===== src/hdl/fjt_pkg.sv =====
// shared types, constants and helpers of the flat json pair tokenizer
`default_nettype none

package fjt_pkg;

    localparam int MAX_PAIRS_DEF  = 16;
    localparam int HELD_DEPTH_DEF = 16;

    localparam logic [7:0] CH_NUL    = 8'h00;
    localparam logic [7:0] CH_QUOTE  = 8'h22;
    localparam logic [7:0] CH_COMMA  = 8'h2C;
    localparam logic [7:0] CH_COLON  = 8'h3A;
    localparam logic [7:0] CH_RBRACE = 8'h7D;
    localparam logic [7:0] CH_SPACE  = 8'h20;
    localparam logic [7:0] CH_TAB    = 8'h09;
    localparam logic [7:0] CH_CR     = 8'h0D;

    localparam logic [2:0] KIND_KEY_CHAR = 3'd0;
    localparam logic [2:0] KIND_VAL_CHAR = 3'd1;
    localparam logic [2:0] KIND_KEY_END  = 3'd2;
    localparam logic [2:0] KIND_VAL_END  = 3'd3;
    localparam logic [2:0] KIND_EOM      = 3'd4;

    typedef enum logic [1:0] {
        MODE_IDLE,
        MODE_KEY,
        MODE_VSKIP,
        MODE_VAL
    } mode_t;

    typedef enum logic [2:0] {
        OP_WS,
        OP_WS_OVF,
        OP_CHAR,
        OP_MARK,
        OP_EOM
    } op_t;

    typedef enum logic [2:0] {
        ST_IDLE,
        ST_FETCH,
        ST_HELD,
        ST_CHAR,
        ST_MARK,
        ST_EOM
    } bstate_t;

    typedef struct packed {
        op_t        op;
        logic       is_val;
        logic       close;
        logic [7:0] ch;
        logic [3:0] idx;
        logic       ovf;
        logic [4:0] cnt;
    } cmd_t;

    function automatic logic is_ws(input logic [7:0] c);
        return (c == CH_SPACE) || ((c >= CH_TAB) && (c <= CH_CR));
    endfunction

endpackage

`default_nettype wire


===== src/hdl/flat_json_pair_tokenizer.sv =====
// top level: one text byte per input item, one key or value character, token end or
//   message end per result item; an accepted byte goes through the command queue and then
//   the result register, and held spaces go out first, each read from the held buffer ram
// throughput: one byte per cycle while the queue has room; a byte releasing held spaces,
//   an early release or a message end holds the back end; the queue stalls the input
// reset: rst_n asynchronous active low clears token state, queue and result valid flag
`default_nettype none

module flat_json_pair_tokenizer
    import fjt_pkg::*;
#(
    parameter int MAX_PAIRS  = MAX_PAIRS_DEF,
    parameter int HELD_DEPTH = HELD_DEPTH_DEF
) (
    input  wire logic       clk,
    input  wire logic       rst_n,
    input  wire logic       in_valid,
    output logic            in_ready,
    input  wire logic [7:0] char_in,
    output logic            out_valid,
    input  wire logic       out_ready,
    output logic [2:0]      kind,
    output logic [7:0]      char_out,
    output logic [3:0]      pair_index,
    output logic [4:0]      pair_count,
    output logic            pair_overflow,
    output logic            space_overflow,
    output logic            last
);

    logic push;
    cmd_t push_data;
    logic q_full;
    logic q_pop;
    logic q_valid;
    cmd_t q_data;

    fjt_front #(
        .MAX_PAIRS  (MAX_PAIRS),
        .HELD_DEPTH (HELD_DEPTH)
    ) u_front (
        .clk       (clk),
        .rst_n     (rst_n),
        .in_valid  (in_valid),
        .in_ready  (in_ready),
        .char_in   (char_in),
        .push      (push),
        .push_data (push_data),
        .full      (q_full)
    );

    fjt_queue u_queue (
        .clk       (clk),
        .rst_n     (rst_n),
        .push      (push),
        .push_data (push_data),
        .full      (q_full),
        .pop       (q_pop),
        .valid     (q_valid),
        .pop_data  (q_data)
    );

    fjt_back #(
        .HELD_DEPTH (HELD_DEPTH)
    ) u_back (
        .clk            (clk),
        .rst_n          (rst_n),
        .q_valid        (q_valid),
        .q_data         (q_data),
        .q_pop          (q_pop),
        .out_valid      (out_valid),
        .out_ready      (out_ready),
        .kind           (kind),
        .char_out       (char_out),
        .pair_index     (pair_index),
        .pair_count     (pair_count),
        .pair_overflow  (pair_overflow),
        .space_overflow (space_overflow),
        .last           (last)
    );

endmodule

`default_nettype wire


===== src/hdl/fjt_ram.sv =====
// generic single write port ram with registered read
`default_nettype none

module fjt_ram #(
    parameter int WIDTH = 8,
    parameter int DEPTH = 16
) (
    input  wire logic                                  clk,
    input  wire logic                                  we,
    input  wire logic [((DEPTH > 1) ? $clog2(DEPTH) : 1)-1:0] waddr,
    input  wire logic [WIDTH-1:0]                      wdata,
    input  wire logic                                  re,
    input  wire logic [((DEPTH > 1) ? $clog2(DEPTH) : 1)-1:0] raddr,
    output logic      [WIDTH-1:0]                      rdata
);

    logic [WIDTH-1:0] mem_reg [DEPTH];
    logic [WIDTH-1:0] rdata_reg;

    always_ff @(posedge clk)
    begin
        if (we)
        begin
            mem_reg[waddr] <= wdata;
        end
        if (re)
        begin
            rdata_reg <= mem_reg[raddr];
        end
    end

    assign rdata = rdata_reg;

endmodule

`default_nettype wire


===== src/hdl/fjt_front.sv =====
// front part: takes input items, tracks token state and issues commands
`default_nettype none

module fjt_front
    import fjt_pkg::*;
#(
    parameter int MAX_PAIRS  = MAX_PAIRS_DEF,
    parameter int HELD_DEPTH = HELD_DEPTH_DEF
) (
    input  wire logic       clk,
    input  wire logic       rst_n,
    input  wire logic       in_valid,
    output logic            in_ready,
    input  wire logic [7:0] char_in,
    output logic            push,
    output cmd_t            push_data,
    input  wire logic       full
);

    localparam int PW = (MAX_PAIRS > 1) ? $clog2(MAX_PAIRS) : 1;
    localparam int CW = $clog2(HELD_DEPTH + 1);

    mode_t           mode_reg, mode_next;
    logic            started_reg, started_next;
    logic [CW-1:0]   held_reg, held_next;
    logic [PW-1:0]   pair_reg, pair_next;
    logic            exceeded_reg, exceeded_next;

    logic            accept;
    logic [PW+4:0]   pair_wide;
    logic [PW+4:0]   count_wide;
    logic [3:0]      idx_clamped;
    logic [4:0]      cnt_clamped;
    logic            tok;
    logic            tok_val;
    logic            do_next;

    assign in_ready    = !full;
    assign accept      = in_valid && !full;
    assign pair_wide   = (PW + 5)'(pair_reg);
    assign count_wide  = pair_wide + 1'b1;
    assign idx_clamped = (pair_wide > (PW + 5)'(15)) ? 4'hF : pair_wide[3:0];
    assign cnt_clamped = (count_wide > (PW + 5)'(31)) ? 5'd31 : count_wide[4:0];

    always_comb
    begin
        mode_next        = mode_reg;
        started_next     = started_reg;
        held_next        = held_reg;
        pair_next        = pair_reg;
        exceeded_next    = exceeded_reg;
        push             = 1'b0;
        push_data.op     = OP_CHAR;
        push_data.is_val = 1'b0;
        push_data.close  = 1'b0;
        push_data.ch     = char_in;
        push_data.idx    = idx_clamped;
        push_data.ovf    = exceeded_reg;
        push_data.cnt    = 5'd0;
        tok              = 1'b0;
        tok_val          = 1'b0;
        do_next          = 1'b0;

        if (accept)
        begin
            if (char_in == CH_NUL)
            begin
                push             = 1'b1;
                push_data.op     = OP_EOM;
                push_data.close  = (mode_reg != MODE_IDLE);
                push_data.is_val = (mode_reg == MODE_VSKIP) || (mode_reg == MODE_VAL);
                push_data.cnt    = cnt_clamped;
                mode_next        = MODE_IDLE;
                started_next     = 1'b0;
                held_next        = '0;
                pair_next        = '0;
                exceeded_next    = 1'b0;
            end
            else
            begin
                case (mode_reg)
                    MODE_IDLE:
                    begin
                        if (char_in == CH_QUOTE)
                        begin
                            mode_next    = MODE_KEY;
                            started_next = 1'b0;
                            held_next    = '0;
                        end
                        else if (char_in == CH_COLON)
                        begin
                            mode_next    = MODE_VSKIP;
                            started_next = 1'b0;
                            held_next    = '0;
                        end
                        else if (char_in == CH_COMMA)
                        begin
                            do_next = 1'b1;
                        end
                    end
                    MODE_KEY:
                    begin
                        if (char_in == CH_QUOTE)
                        begin
                            push             = 1'b1;
                            push_data.op     = OP_MARK;
                            push_data.is_val = 1'b0;
                            mode_next        = MODE_IDLE;
                            started_next     = 1'b0;
                            held_next        = '0;
                        end
                        else
                        begin
                            tok = 1'b1;
                        end
                    end
                    default:
                    begin
                        if ((mode_reg == MODE_VSKIP) &&
                            ((char_in == CH_SPACE) || (char_in == CH_QUOTE)))
                        begin
                            mode_next = mode_reg;
                        end
                        else if ((char_in == CH_QUOTE) || (char_in == CH_COMMA) ||
                                 (char_in == CH_RBRACE))
                        begin
                            push             = 1'b1;
                            push_data.op     = OP_MARK;
                            push_data.is_val = 1'b1;
                            mode_next        = MODE_IDLE;
                            started_next     = 1'b0;
                            held_next        = '0;
                            do_next          = (char_in == CH_COMMA);
                        end
                        else
                        begin
                            mode_next = MODE_VAL;
                            tok       = 1'b1;
                            tok_val   = 1'b1;
                        end
                    end
                endcase

                if (tok)
                begin
                    push_data.is_val = tok_val;
                    if (is_ws(char_in))
                    begin
                        if (started_reg)
                        begin
                            push = 1'b1;
                            if (held_reg == CW'(HELD_DEPTH))
                            begin
                                push_data.op = OP_WS_OVF;
                            end
                            else
                            begin
                                push_data.op = OP_WS;
                                held_next    = held_reg + 1'b1;
                            end
                        end
                    end
                    else
                    begin
                        push         = 1'b1;
                        push_data.op = OP_CHAR;
                        held_next    = '0;
                        started_next = 1'b1;
                    end
                end

                if (do_next)
                begin
                    if (pair_reg == PW'(MAX_PAIRS - 1))
                    begin
                        exceeded_next = 1'b1;
                    end
                    else
                    begin
                        pair_next = pair_reg + 1'b1;
                    end
                end
            end
        end
    end

    always_ff @(posedge clk or negedge rst_n)
    begin
        if (!rst_n)
        begin
            mode_reg     <= MODE_IDLE;
            started_reg  <= 1'b0;
            held_reg     <= '0;
            pair_reg     <= '0;
            exceeded_reg <= 1'b0;
        end
        else
        begin
            mode_reg     <= mode_next;
            started_reg  <= started_next;
            held_reg     <= held_next;
            pair_reg     <= pair_next;
            exceeded_reg <= exceeded_next;
        end
    end

    a_held_bound: assert property (@(posedge clk) disable iff (!rst_n)
        held_reg <= CW'(HELD_DEPTH))
        else $error("held whitespace count beyond buffer depth");

    a_exceeded_pinned: assert property (@(posedge clk) disable iff (!rst_n)
        exceeded_reg |-> (pair_reg == PW'(MAX_PAIRS - 1)))
        else $error("pair overflow without saturated pair index");

    a_nul_clears: assert property (@(posedge clk) disable iff (!rst_n)
        (accept && (char_in == CH_NUL)) |=>
            ((mode_reg == MODE_IDLE) && (pair_reg == '0) && !exceeded_reg))
        else $error("end of message did not clear token state");

endmodule

`default_nettype wire


===== src/hdl/fjt_queue.sv =====
// two entry command queue between front and back
`default_nettype none

module fjt_queue
    import fjt_pkg::*;
(
    input  wire logic clk,
    input  wire logic rst_n,
    input  wire logic push,
    input  cmd_t      push_data,
    output logic      full,
    input  wire logic pop,
    output logic      valid,
    output cmd_t      pop_data
);

    cmd_t       entry_reg [2];
    logic       wr_ptr_reg, wr_ptr_next;
    logic       rd_ptr_reg, rd_ptr_next;
    logic [1:0] count_reg, count_next;
    logic       do_push;
    logic       do_pop;

    assign full     = (count_reg == 2'd2);
    assign valid    = (count_reg != 2'd0);
    assign pop_data = entry_reg[rd_ptr_reg];
    assign do_push  = push && !full;
    assign do_pop   = pop && valid;

    always_comb
    begin
        wr_ptr_next = wr_ptr_reg ^ do_push;
        rd_ptr_next = rd_ptr_reg ^ do_pop;
        count_next  = count_reg + {1'b0, do_push} - {1'b0, do_pop};
    end

    always_ff @(posedge clk)
    begin
        if (do_push)
        begin
            entry_reg[wr_ptr_reg] <= push_data;
        end
    end

    always_ff @(posedge clk or negedge rst_n)
    begin
        if (!rst_n)
        begin
            wr_ptr_reg <= 1'b0;
            rd_ptr_reg <= 1'b0;
            count_reg  <= 2'd0;
        end
        else
        begin
            wr_ptr_reg <= wr_ptr_next;
            rd_ptr_reg <= rd_ptr_next;
            count_reg  <= count_next;
        end
    end

endmodule

`default_nettype wire


===== src/hdl/fjt_back.sv =====
// back part: runs commands, holds trailing whitespace and drives the result register
`default_nettype none

module fjt_back
    import fjt_pkg::*;
#(
    parameter int HELD_DEPTH = HELD_DEPTH_DEF
) (
    input  wire logic       clk,
    input  wire logic       rst_n,
    input  wire logic       q_valid,
    input  cmd_t            q_data,
    output logic            q_pop,
    output logic            out_valid,
    input  wire logic       out_ready,
    output logic [2:0]      kind,
    output logic [7:0]      char_out,
    output logic [3:0]      pair_index,
    output logic [4:0]      pair_count,
    output logic            pair_overflow,
    output logic            space_overflow,
    output logic            last
);

    localparam int AW = (HELD_DEPTH > 1) ? $clog2(HELD_DEPTH) : 1;
    localparam int CW = $clog2(HELD_DEPTH + 1);

    bstate_t       state_reg, state_next;
    cmd_t          cmd_reg, cmd_next;
    logic [AW-1:0] wr_ptr_reg, wr_ptr_next;
    logic [AW-1:0] rd_ptr_reg, rd_ptr_next;
    logic [CW-1:0] cnt_reg, cnt_next;

    logic          out_valid_reg;
    logic [2:0]    kind_reg;
    logic [7:0]    char_out_reg;
    logic [3:0]    pair_index_reg;
    logic [4:0]    pair_count_reg;
    logic          pair_overflow_reg;
    logic          space_overflow_reg;
    logic          last_reg;

    logic          slot_free;
    logic          emit;
    logic [2:0]    e_kind;
    logic [7:0]    e_ch;
    logic [3:0]    e_idx;
    logic [4:0]    e_cnt;
    logic          e_ovf;
    logic          e_sov;
    logic          e_last;

    logic          ram_we;
    logic          ram_re;
    logic [7:0]    ram_wdata;
    logic [7:0]    ram_rdata;

    function automatic logic [AW-1:0] ptr_inc(input logic [AW-1:0] p);
        return (p == AW'(HELD_DEPTH - 1)) ? '0 : p + 1'b1;
    endfunction

    fjt_ram #(
        .WIDTH (8),
        .DEPTH (HELD_DEPTH)
    ) u_held_ram (
        .clk   (clk),
        .we    (ram_we),
        .waddr (wr_ptr_reg),
        .wdata (ram_wdata),
        .re    (ram_re),
        .raddr (rd_ptr_reg),
        .rdata (ram_rdata)
    );

    assign slot_free = !out_valid_reg || out_ready;

    always_comb
    begin
        state_next  = state_reg;
        cmd_next    = cmd_reg;
        wr_ptr_next = wr_ptr_reg;
        rd_ptr_next = rd_ptr_reg;
        cnt_next    = cnt_reg;
        q_pop       = 1'b0;
        ram_we      = 1'b0;
        ram_re      = 1'b0;
        ram_wdata   = cmd_reg.ch;
        emit        = 1'b0;
        e_kind      = KIND_KEY_CHAR;
        e_ch        = 8'd0;
        e_idx       = cmd_reg.idx;
        e_cnt       = 5'd0;
        e_ovf       = cmd_reg.ovf;
        e_sov       = 1'b0;
        e_last      = 1'b0;

        case (state_reg)
            ST_IDLE:
            begin
                if (q_valid)
                begin
                    q_pop    = 1'b1;
                    cmd_next = q_data;
                    e_idx    = q_data.idx;
                    e_ovf    = q_data.ovf;
                    case (q_data.op)
                        OP_WS:
                        begin
                            ram_we      = 1'b1;
                            ram_wdata   = q_data.ch;
                            wr_ptr_next = ptr_inc(wr_ptr_reg);
                            cnt_next    = cnt_reg + 1'b1;
                        end
                        OP_WS_OVF:
                        begin
                            state_next = ST_FETCH;
                        end
                        OP_CHAR:
                        begin
                            if (cnt_reg != '0)
                            begin
                                state_next = ST_FETCH;
                            end
                            else if (slot_free)
                            begin
                                emit   = 1'b1;
                                e_kind = q_data.is_val ? KIND_VAL_CHAR : KIND_KEY_CHAR;
                                e_ch   = q_data.ch;
                                e_last = 1'b1;
                            end
                            else
                            begin
                                state_next = ST_CHAR;
                            end
                        end
                        OP_MARK:
                        begin
                            if (slot_free)
                            begin
                                emit        = 1'b1;
                                e_kind      = q_data.is_val ? KIND_VAL_END : KIND_KEY_END;
                                e_last      = 1'b1;
                                wr_ptr_next = '0;
                                rd_ptr_next = '0;
                                cnt_next    = '0;
                            end
                            else
                            begin
                                state_next = ST_MARK;
                            end
                        end
                        OP_EOM:
                        begin
                            state_next = q_data.close ? ST_MARK : ST_EOM;
                        end
                        default:
                        begin
                            state_next = ST_IDLE;
                        end
                    endcase
                end
            end
            ST_FETCH:
            begin
                ram_re     = 1'b1;
                state_next = ST_HELD;
            end
            ST_HELD:
            begin
                if (slot_free)
                begin
                    emit        = 1'b1;
                    e_kind      = cmd_reg.is_val ? KIND_VAL_CHAR : KIND_KEY_CHAR;
                    e_ch        = ram_rdata;
                    rd_ptr_next = ptr_inc(rd_ptr_reg);
                    if (cmd_reg.op == OP_WS_OVF)
                    begin
                        e_sov       = 1'b1;
                        e_last      = 1'b1;
                        ram_we      = 1'b1;
                        wr_ptr_next = ptr_inc(wr_ptr_reg);
                        state_next  = ST_IDLE;
                    end
                    else
                    begin
                        cnt_next   = cnt_reg - 1'b1;
                        state_next = (cnt_reg == CW'(1)) ? ST_CHAR : ST_FETCH;
                    end
                end
            end
            ST_CHAR:
            begin
                if (slot_free)
                begin
                    emit       = 1'b1;
                    e_kind     = cmd_reg.is_val ? KIND_VAL_CHAR : KIND_KEY_CHAR;
                    e_ch       = cmd_reg.ch;
                    e_last     = 1'b1;
                    state_next = ST_IDLE;
                end
            end
            ST_MARK:
            begin
                if (slot_free)
                begin
                    emit        = 1'b1;
                    e_kind      = cmd_reg.is_val ? KIND_VAL_END : KIND_KEY_END;
                    e_last      = (cmd_reg.op != OP_EOM);
                    wr_ptr_next = '0;
                    rd_ptr_next = '0;
                    cnt_next    = '0;
                    state_next  = (cmd_reg.op == OP_EOM) ? ST_EOM : ST_IDLE;
                end
            end
            ST_EOM:
            begin
                if (slot_free)
                begin
                    emit        = 1'b1;
                    e_kind      = KIND_EOM;
                    e_cnt       = cmd_reg.cnt;
                    e_last      = 1'b1;
                    wr_ptr_next = '0;
                    rd_ptr_next = '0;
                    cnt_next    = '0;
                    state_next  = ST_IDLE;
                end
            end
            default:
            begin
                state_next = ST_IDLE;
            end
        endcase
    end

    always_ff @(posedge clk or negedge rst_n)
    begin
        if (!rst_n)
        begin
            state_reg     <= ST_IDLE;
            wr_ptr_reg    <= '0;
            rd_ptr_reg    <= '0;
            cnt_reg       <= '0;
            out_valid_reg <= 1'b0;
        end
        else
        begin
            state_reg  <= state_next;
            wr_ptr_reg <= wr_ptr_next;
            rd_ptr_reg <= rd_ptr_next;
            cnt_reg    <= cnt_next;
            if (emit)
            begin
                out_valid_reg <= 1'b1;
            end
            else if (out_ready)
            begin
                out_valid_reg <= 1'b0;
            end
        end
    end

    always_ff @(posedge clk)
    begin
        cmd_reg <= cmd_next;
        if (emit)
        begin
            kind_reg           <= e_kind;
            char_out_reg       <= e_ch;
            pair_index_reg     <= e_idx;
            pair_count_reg     <= e_cnt;
            pair_overflow_reg  <= e_ovf;
            space_overflow_reg <= e_sov;
            last_reg           <= e_last;
        end
    end

    assign out_valid      = out_valid_reg;
    assign kind           = kind_reg;
    assign char_out       = char_out_reg;
    assign pair_index     = pair_index_reg;
    assign pair_count     = pair_count_reg;
    assign pair_overflow  = pair_overflow_reg;
    assign space_overflow = space_overflow_reg;
    assign last           = last_reg;

    a_cnt_bound: assert property (@(posedge clk) disable iff (!rst_n)
        cnt_reg <= CW'(HELD_DEPTH))
        else $error("held buffer count beyond depth");

    a_held_after_fetch: assert property (@(posedge clk) disable iff (!rst_n)
        (state_reg == ST_HELD) |->
            (($past(state_reg) == ST_FETCH) || ($past(state_reg) == ST_HELD)))
        else $error("held read data used without a fetch");

    a_eom_last: assert property (@(posedge clk) disable iff (!rst_n)
        (out_valid_reg && (kind_reg == KIND_EOM)) |->
            (last_reg && (pair_count_reg != 5'd0)))
        else $error("end of message without last or pair count");

endmodule

`default_nettype wire


===== config.mk =====
export PLATFORM = sky130hd
export DESIGN_NAME = flat_json_pair_tokenizer
export DESIGN_NICKNAME = d
export VERILOG_FILES = /design/src/hdl/fjt_pkg.sv /design/src/hdl/flat_json_pair_tokenizer.sv /design/src/hdl/fjt_ram.sv /design/src/hdl/fjt_front.sv /design/src/hdl/fjt_queue.sv /design/src/hdl/fjt_back.sv
export SDC_FILE = /design/constraint.sdc
export NUM_CORES = 1
export LEC_CHECK = 0
export BUFFER_PORTS_ARGS = -buffer_cell sky130_fd_sc_hd__buf_4
export CELL_PAD_IN_SITES_DETAIL_PLACEMENT = 0
export CELL_PAD_IN_SITES_GLOBAL_PLACEMENT = 1
export CORE_MARGIN = 1
export CORE_UTILIZATION = 56
export DETAILED_ROUTE_END_ITERATION = 6
export PLACE_DENSITY = 0.86
export SYNTH_ARGS = -nofsm -noshare
export SYNTH_HDL_FRONTEND = slang
export SYNTH_SLANG_ARGS = --single-unit

===== constraint.sdc =====
create_clock -name clk -period 5.89 [get_ports clk]
set_clock_uncertainty 0.1 [all_clocks]
set_input_delay 0.2945 -clock clk [delete_from_list [all_inputs] [get_ports clk]]
set_output_delay 0.2945 -clock clk [all_outputs]
set_load 0.01 [all_outputs]

==> flow_summary_export.csv, run 1 <==
group,metric,value,unit
clock_tree,cts_root_buffer,"clkbuf_16",
yosys,synthMuxAreaShare,9.58,%
route,vias,7133,
timing,rsz0062_at_grt,"no",
yosys,ys_ff_latch,261,
yosys,synth_common_cells,"227 x edfxtp_1, 47 x nor2_1, 46 x mux2i_1",
critical_path,crit_chain,"or3_4, nor2b_2, and3_1, nor2_1, a21oi_1",
yosys,synth-simple-area-share,9.72,%
floorplan,die_h,146,um
yosys,synth.avg_cell_area,14.1,um2
run_status,status,"finished clean",
route,avgRoutedWirePerCell,20.9,um
global_route,grt_max_degree,37,
timing,fin_crit_sh,57.5,%
global_route,top_usage_layer,"met2",
yosys,ys.flop_type,"edfxtp_1",
clock_tree,htreeDepth,1,
yosys,yosys.area.top_type_share,58.7,%
power,peakVddDrop,0.331,mV
worst_hold_path,hold_class,"in -> async",
clock_tree,clock_latency,0.52,ns
yosys,syn_nets,851,
timing,fmax,296,MHz
timing,worstMarginPinSlew,1.29,ns
power,cellPowerDensity,500,nW/um2
yosys,synthArstFlopShare,13.0,%
timing,setup_viol,0,
global_route,met1_usage,34.4,%
yosys,synth_compound_area_share,9.69,%
yosys,syn_inst,822,
yosys,synth.most_common_cell,"edfxtp_1",
yosys,synthXorXnorAreaFrac,0.678,%
timing,tns,0,ns
route,avgViaCountPerCell,6.17,
critical_path,worst_ep_arrival_time,3.42,ns
placement,dp_hpwl,16300,um
route,drcViolationCount,0,
global_route,met2_usage,36.1,%
timing,hold_viol,0,
yosys,synth_top_area_cell,"edfxtp_1",
timing,setup_ws,2.51,ns
clock_tree,cts_resized,0,
critical_path,crit_fanout,19,
finish,layout-drive-gt1-share,16.4,%
yosys,synth-edff-count,227,
critical_path,slowest_delay,0.99,ns
clock_tree,cts_tree,"done",
critical_path,rr_worst_depth,5,
critical_path,start_kind,"flip-flop",
critical_path,crit_required,5.93,ns
critical_path,crit_family,"simple AND/OR/NAND/NOR gates",
floorplan,core,20300,um2
critical_path,crit_buf_inv,0,
yosys,synthTopCellsByArea,"edfxtp_1 59%, dfrtp_1 7.3%, mux2i_1 4.0%",
clock_tree,cts_buffers,26,
placement,dpl-instance-area,12100,um2
placement,place.gp.congestion,0.900,
finish,finalInstanceArea,13000,um2
yosys,synthesis.area,11600,um2
global_route,grt_pass1_vias,6868,
placement,portBuffers,36,
global_route,grt.overflow.total,0,
placement,place_ws,2.53,ns
global_route,grtUsageTotal,23.2,%
timing,min_period,3.38,ns
route,wirelength,24200,um
floorplan,num_rows,52,
finish,largest_register_ffs,128,
critical_path,path_class,"reg -> reg",
global_route,antenna_found_initial,2,
yosys,yosysSeqAreaShare,66.0,%
critical_path,endpoint_kind,"flip-flop",
yosys,synth_cell_types,75,
floorplan,die_area,21300,um2
route,ant_nets,0,
critical_path,slowest_stage,"a21oi_1",
route,first_pass_iters,5,
clock_tree,cts_sinks,261,
finish,fin_nets,894,
yosys,synth_top_family_by_area,"simple AND/OR/NAND/NOR gates",
global_route,grt_pass1_wl,38300,um
yosys,synth-adder-area-share,1.83,%
timing,relSlewSlack,14.0,%
critical_path,cp.depth,5,
power,p_leak,4.56,nW
finish,area_delta_synth_final,12.2,%
yosys,ys_warn_count,0,
clock_tree,cts_buffer_depth,3,
floorplan,die_x,146,um
floorplan,initial_utilization,57.2,%
timing,maxSlewViolCount,0,
global_route,grt_util_met3,4.03,%
route,initialDrtViolationCount,687,
clock_tree,path_clk_slew,0.06,ns
job,maxCapViolations,0,
floorplan,ios,37,
-- layout by cell type, fill, tap and decap left out, types with 5 or more instances in the layout --
master / Yosys / final
buf_4: 2 / 45
mux2_2: 25 / 25
xnor2_1: 5 / 5
edfxtp_1: 227 / 227
ha_1: 17 / 17
dfrtp_1: 34 / 33
nor2_1: 47 / 47
nand2b_1: 10 / 10
clkbuf_1: 19 / 9
mux4_2: 16 / 16
nor3_1: 12 / 11
clkinv_2: 0 / 6
o21ai_0: 32 / 32
a21oi_1: 38 / 37
inv_1: 30 / 30
mux2i_1: 46 / 46
clkbuf_16: 0 / 27
o21ai_1: 12 / 12
nand3_1: 27 / 27
a221oi_1: 10 / 10
nor2b_1: 12 / 11
and2_1: 25 / 25
o22a_1: 9 / 9
o31ai_1: 5 / 5
nand4_1: 7 / 7
or3_1: 6 / 6
nand2_1: 34 / 34
dlygate4sd3_1: 0 / 9
a22oi_1: 9 / 9
a31oi_1: 7 / 7
-- cell type report --
class | instances | area (um2)
Sequential cell | 261 | 7670
Multi-Input combinational cell | 491 | 3670
Clock buffer | 37 | 723
Timing Repair Buffer | 54 | 428
Clock inverter | 11 | 86.3
Inverter | 31 | 116
Antenna cell | 1 | 2.50
Tap cell | 270 | 338
Fill cell | 1451 | 7260
-- repair_timing --
item | CTS | global route
hold buffers | 9 | 0
buffers inserted | 0 | 0
hold endpoints to repair | 50 | 0
-- metrics by stage --
stage / utilization (%) / hold slack, ns / std cells / power, mW
after floorplan: - / -0.101 / 822 / 4.27
after global placement: 59.7 / 0.191 / 1098 / 4.88
after detailed placement: 59.7 / 0.197 / 1098 / 4.97
after CTS: 64.2 / 0.194 / 1155 / 6.53
after global routing: 64.2 / 0.209 / 1156 / 6.83
final: 64.2 / 0.182 / 1156 / 6.52
-- layer usage --
metal / up-vias / share of wire, %
li1: 3246 / -
met1: 3555 / 44
met2: 289 / 47
met3: 43 / 7.4
met4: 0 / 1.8
met5: - / 0
-- kinds of logic (layout without fill, tap and decap cells) --
family | after synthesis | count (layout)
XOR/XNOR | 9 | 9
AO/OA/AOI/OAI | 165 | 165
buffers and inverters | 70 | 133
adder cells (fa/ha/maj) | 17 | 17
AND/OR/NAND/NOR | 212 | 212
flip-flops | 261 | 261
multiplexers | 88 | 88
other | 0 | 1
-- worst paths after layout --
path                                      start                                to  slack, ns
min                                       rst_n              u_back.rd_ptr_reg[3]       0.18
min reg2reg                u_front.exceeded_reg           u_queue.entry_reg[1][5]       0.40
min in group clk                       in_valid               u_front.pair_reg[3]       0.23
max                         u_back.state_reg[0]  u_back.u_held_ram.mem_reg[10][3]       2.51
max reg2reg                 u_back.state_reg[0]  u_back.u_held_ram.mem_reg[10][3]       2.51
max in group asynchronous                 rst_n              u_back.rd_ptr_reg[0]       5.13
-- report_power, final --
group	switching, mW	total [mW]	internal (mW)
clock network	0.662	1.56	0.900
registers	0.236	2.87	2.63
logic	1.29	2.09	0.800
Note: power is estimated with default switching activity, not from simulation.
==> inputs of run 2 (changes only) <==
CORE_UTILIZATION = 47   (was 56)
PLACE_DENSITY = 0.77   (was 0.86)
clock period = 3.05 ns   (was 5.89 ns; I/O delays follow)
==> run 2 against run 1 <==
Effect of this change:
- cell count increased by 6.6%
- die area is 19% higher
- via count is 2.9% lower
- sequential power grew 90%
- worst hold slack got worse by 0.13 ns
==> flow_summary_export.csv, run 2 (synthesized netlist as in run 1, its figures left out) <==
group,metric,value,unit
route,wirelength,24500,um
critical_path,r2r-start,"u_back.state_reg[2]",
clock_tree,path_clk_slew,0.06,ns
power,intPower,8.78,mW
timing,fin_crit_sh,86.0,%
clock_tree,cts_buffers,26,
power,seqPwrFrac,42.0,%
finish,diodes,0,
clock_tree,cts_tree,"done",
floorplan,die_x,159,um
run_status,status,"finished clean",
finish,largest_register_ffs,128,
finish,fin_cells,1232,
clock_tree,cts_sinks,261,
timing,rsz0062_at_grt,"no",
clock_tree,cts_setup_buffers,0,
power,peakVddDrop,0.582,mV
route,first_pass_iters,5,
finish,layout-drive-gt1-share,18.4,%
global_route,grt_pass1_vias,6725,
worst_hold_path,hold_class,"in -> async",
floorplan,initial_utilization,47.9,%
floorplan,num_rows,57,
route,avgViaCountPerCell,5.62,
timing,setup_viol,0,
clock_tree,cts_root_buffer,"clkbuf_16",
placement,place.gp.congestion,0.883,
power,switching_share,32.5,%
critical_path,endpoint_kind,"flip-flop",
floorplan,ios,37,
finish,layout_commonest_cell,"edfxtp_1",
floorplan,core,24200,um2
timing,hold_viol,0,
critical_path,path_class,"reg -> reg",
placement,dp_hpwl,16500,um
timing,min_period,2.62,ns
timing,tns,0,ns
finish,fillCellCount,1977,
critical_path,r2r-end,"u_back.char_out[0]",
clock_tree,htreeDepth,1,
timing,maxSlewViolCount,0,
finish,finalInstanceArea,13400,um2
power,clockPowerShare,25.3,%
floorplan,die_h,159,um
route,initialDrtViolationCount,500,
route,drcViolationCount,0,
global_route,grt.overflow.total,0,
finish,final_util,55.1,%
timing,hold_slack,0.0522,ns
timing,worstMarginPinSlew,0.692,ns
power,p_leak,4.72,nW
finish,layout_common_cells,"227 x edfxtp_1, 67 x buf_4, 47 x nor2_1",
clock_tree,cts_resized,0,
floorplan,die_area,25400,um2
power,switching_power,4.23,mW
route,ant_nets,0,
global_route,grtUsageTotal,19.4,%
critical_path,rr_worst_depth,6,
timing,relSlewSlack,53.9,%
placement,portBuffers,36,
placement,dpl-instance-area,12400,um2
critical_path,reg2reg_slack,0.43,ns
global_route,grt_max_degree,35,
clock_tree,cts_buffer_depth,3,
power,cellPowerDensity,974,nW/um2
route,vias,6928,
finish,fin_nets,917,
finish,area_delta_synth_final,15.0,%
critical_path,worst_ep_arrival_time,2.71,ns
critical_path,start_kind,"flip-flop",
placement,dp_cells,1175,
timing,fmax,381,MHz
critical_path,crit_required,3.14,ns
global_route,antenna_found_initial,0,
critical_path,crit_fanout,31,
route,avgRoutedWirePerCell,19.9,um
power,pwr-share-comb,32.7,%
clock_tree,clock_latency,0.52,ns
global_route,grt_pass1_wl,38200,um
job,maxCapViolations,0,
==> run 2: cell types whose count changed in the layout (fill, tap and decap cells not counted), moves of 2 or more <==
cell        change
clkinvlp_4      -2
clkinv_2        -2
bufinv_16       +3
clkinv_1        +3
buf_4          +22
clkbuf_1        -3
==> run 2: layout make-up <==
class / count / area, um2 / share of cell area [%]
Clock buffer: 35 / 726 / 5.43
Clock inverter: 13 / 163 / 1.22
Inverter: 31 / 116 / 0.871
Multi-Input combinational cell: 491 / 3670 / 27.5
Sequential cell: 261 / 7670 / 57.4
Tap cell: 324 / 405 / 3.03
Timing Repair Buffer: 77 / 613 / 4.59
==> run 2: metal layers <==
metal | vias to the layer above | share of wire, % | global-route usage (%)
met5 | - | 0 | 0
met4 | 0 | 1.2 | 4.11
met3 | 25 | 4.8 | 2.66
met2 | 175 | 48 | 32.0
met1 | 3430 | 46 | 27.7
li1 | 3298 | - | -
==> run 2: worst max-delay path, stage by stage, from the launching register on <==
cell and delay, ns:
dfrtp_1 0.50, or3_4 0.46, nor2b_2 0.13, buf_4 0.38
o211ai_1 0.21, a21oi_2 0.17, buf_4 0.34
==> run 2: worst max path at each step <==
stage / start / end / slack, ns / cells past startpoint
after detailed placement: u_back.state_reg[2] / u_back.pair_count[0] / 0.46 / 6
after global routing: u_queue.rd_ptr_reg / u_back.u_held_ram.mem_reg[8][6] / 0.19 / 5
after global placement: u_back.state_reg[2] / u_back.pair_index[3] / 0.50 / 6
after floorplan: u_back.state_reg[0] / u_back.u_held_ram.mem_reg[0][5] / 0.32 / 9
final: u_back.state_reg[2] / u_back.char_out[0] / 0.43 / 6
after CTS: u_back.state_reg[2] / u_back.char_out[2] / 0.44 / 6
==> run 2: power groups by stage <==
stage          Clock [mW]  Combinational, mW  Sequential, mW
2_1_floorplan           0               2.81            5.43
6_report             3.29               4.26            5.46
5_1_grt              3.49               4.63            5.54
3_5_place_dp            0               4.26            5.53
3_3_place_gp            0               4.21            5.52
4_1_cts              3.36               4.28            5.47
==> run 2: what timing repair did <==
action                                  4_1_cts  5_1_grt
hold buffers                                  9        0
endpoints found under the hold margin        50        0
endpoints found under the setup margin        0        0
==> run 2: metrics by stage <==
step	worst slack, ns	total power, mW
floorplan	0.324	8.25
global placement	0.499	9.73
detailed placement	0.459	9.79
CTS	0.439	13.1
global route	0.192	13.7
finish	0.428	13.0
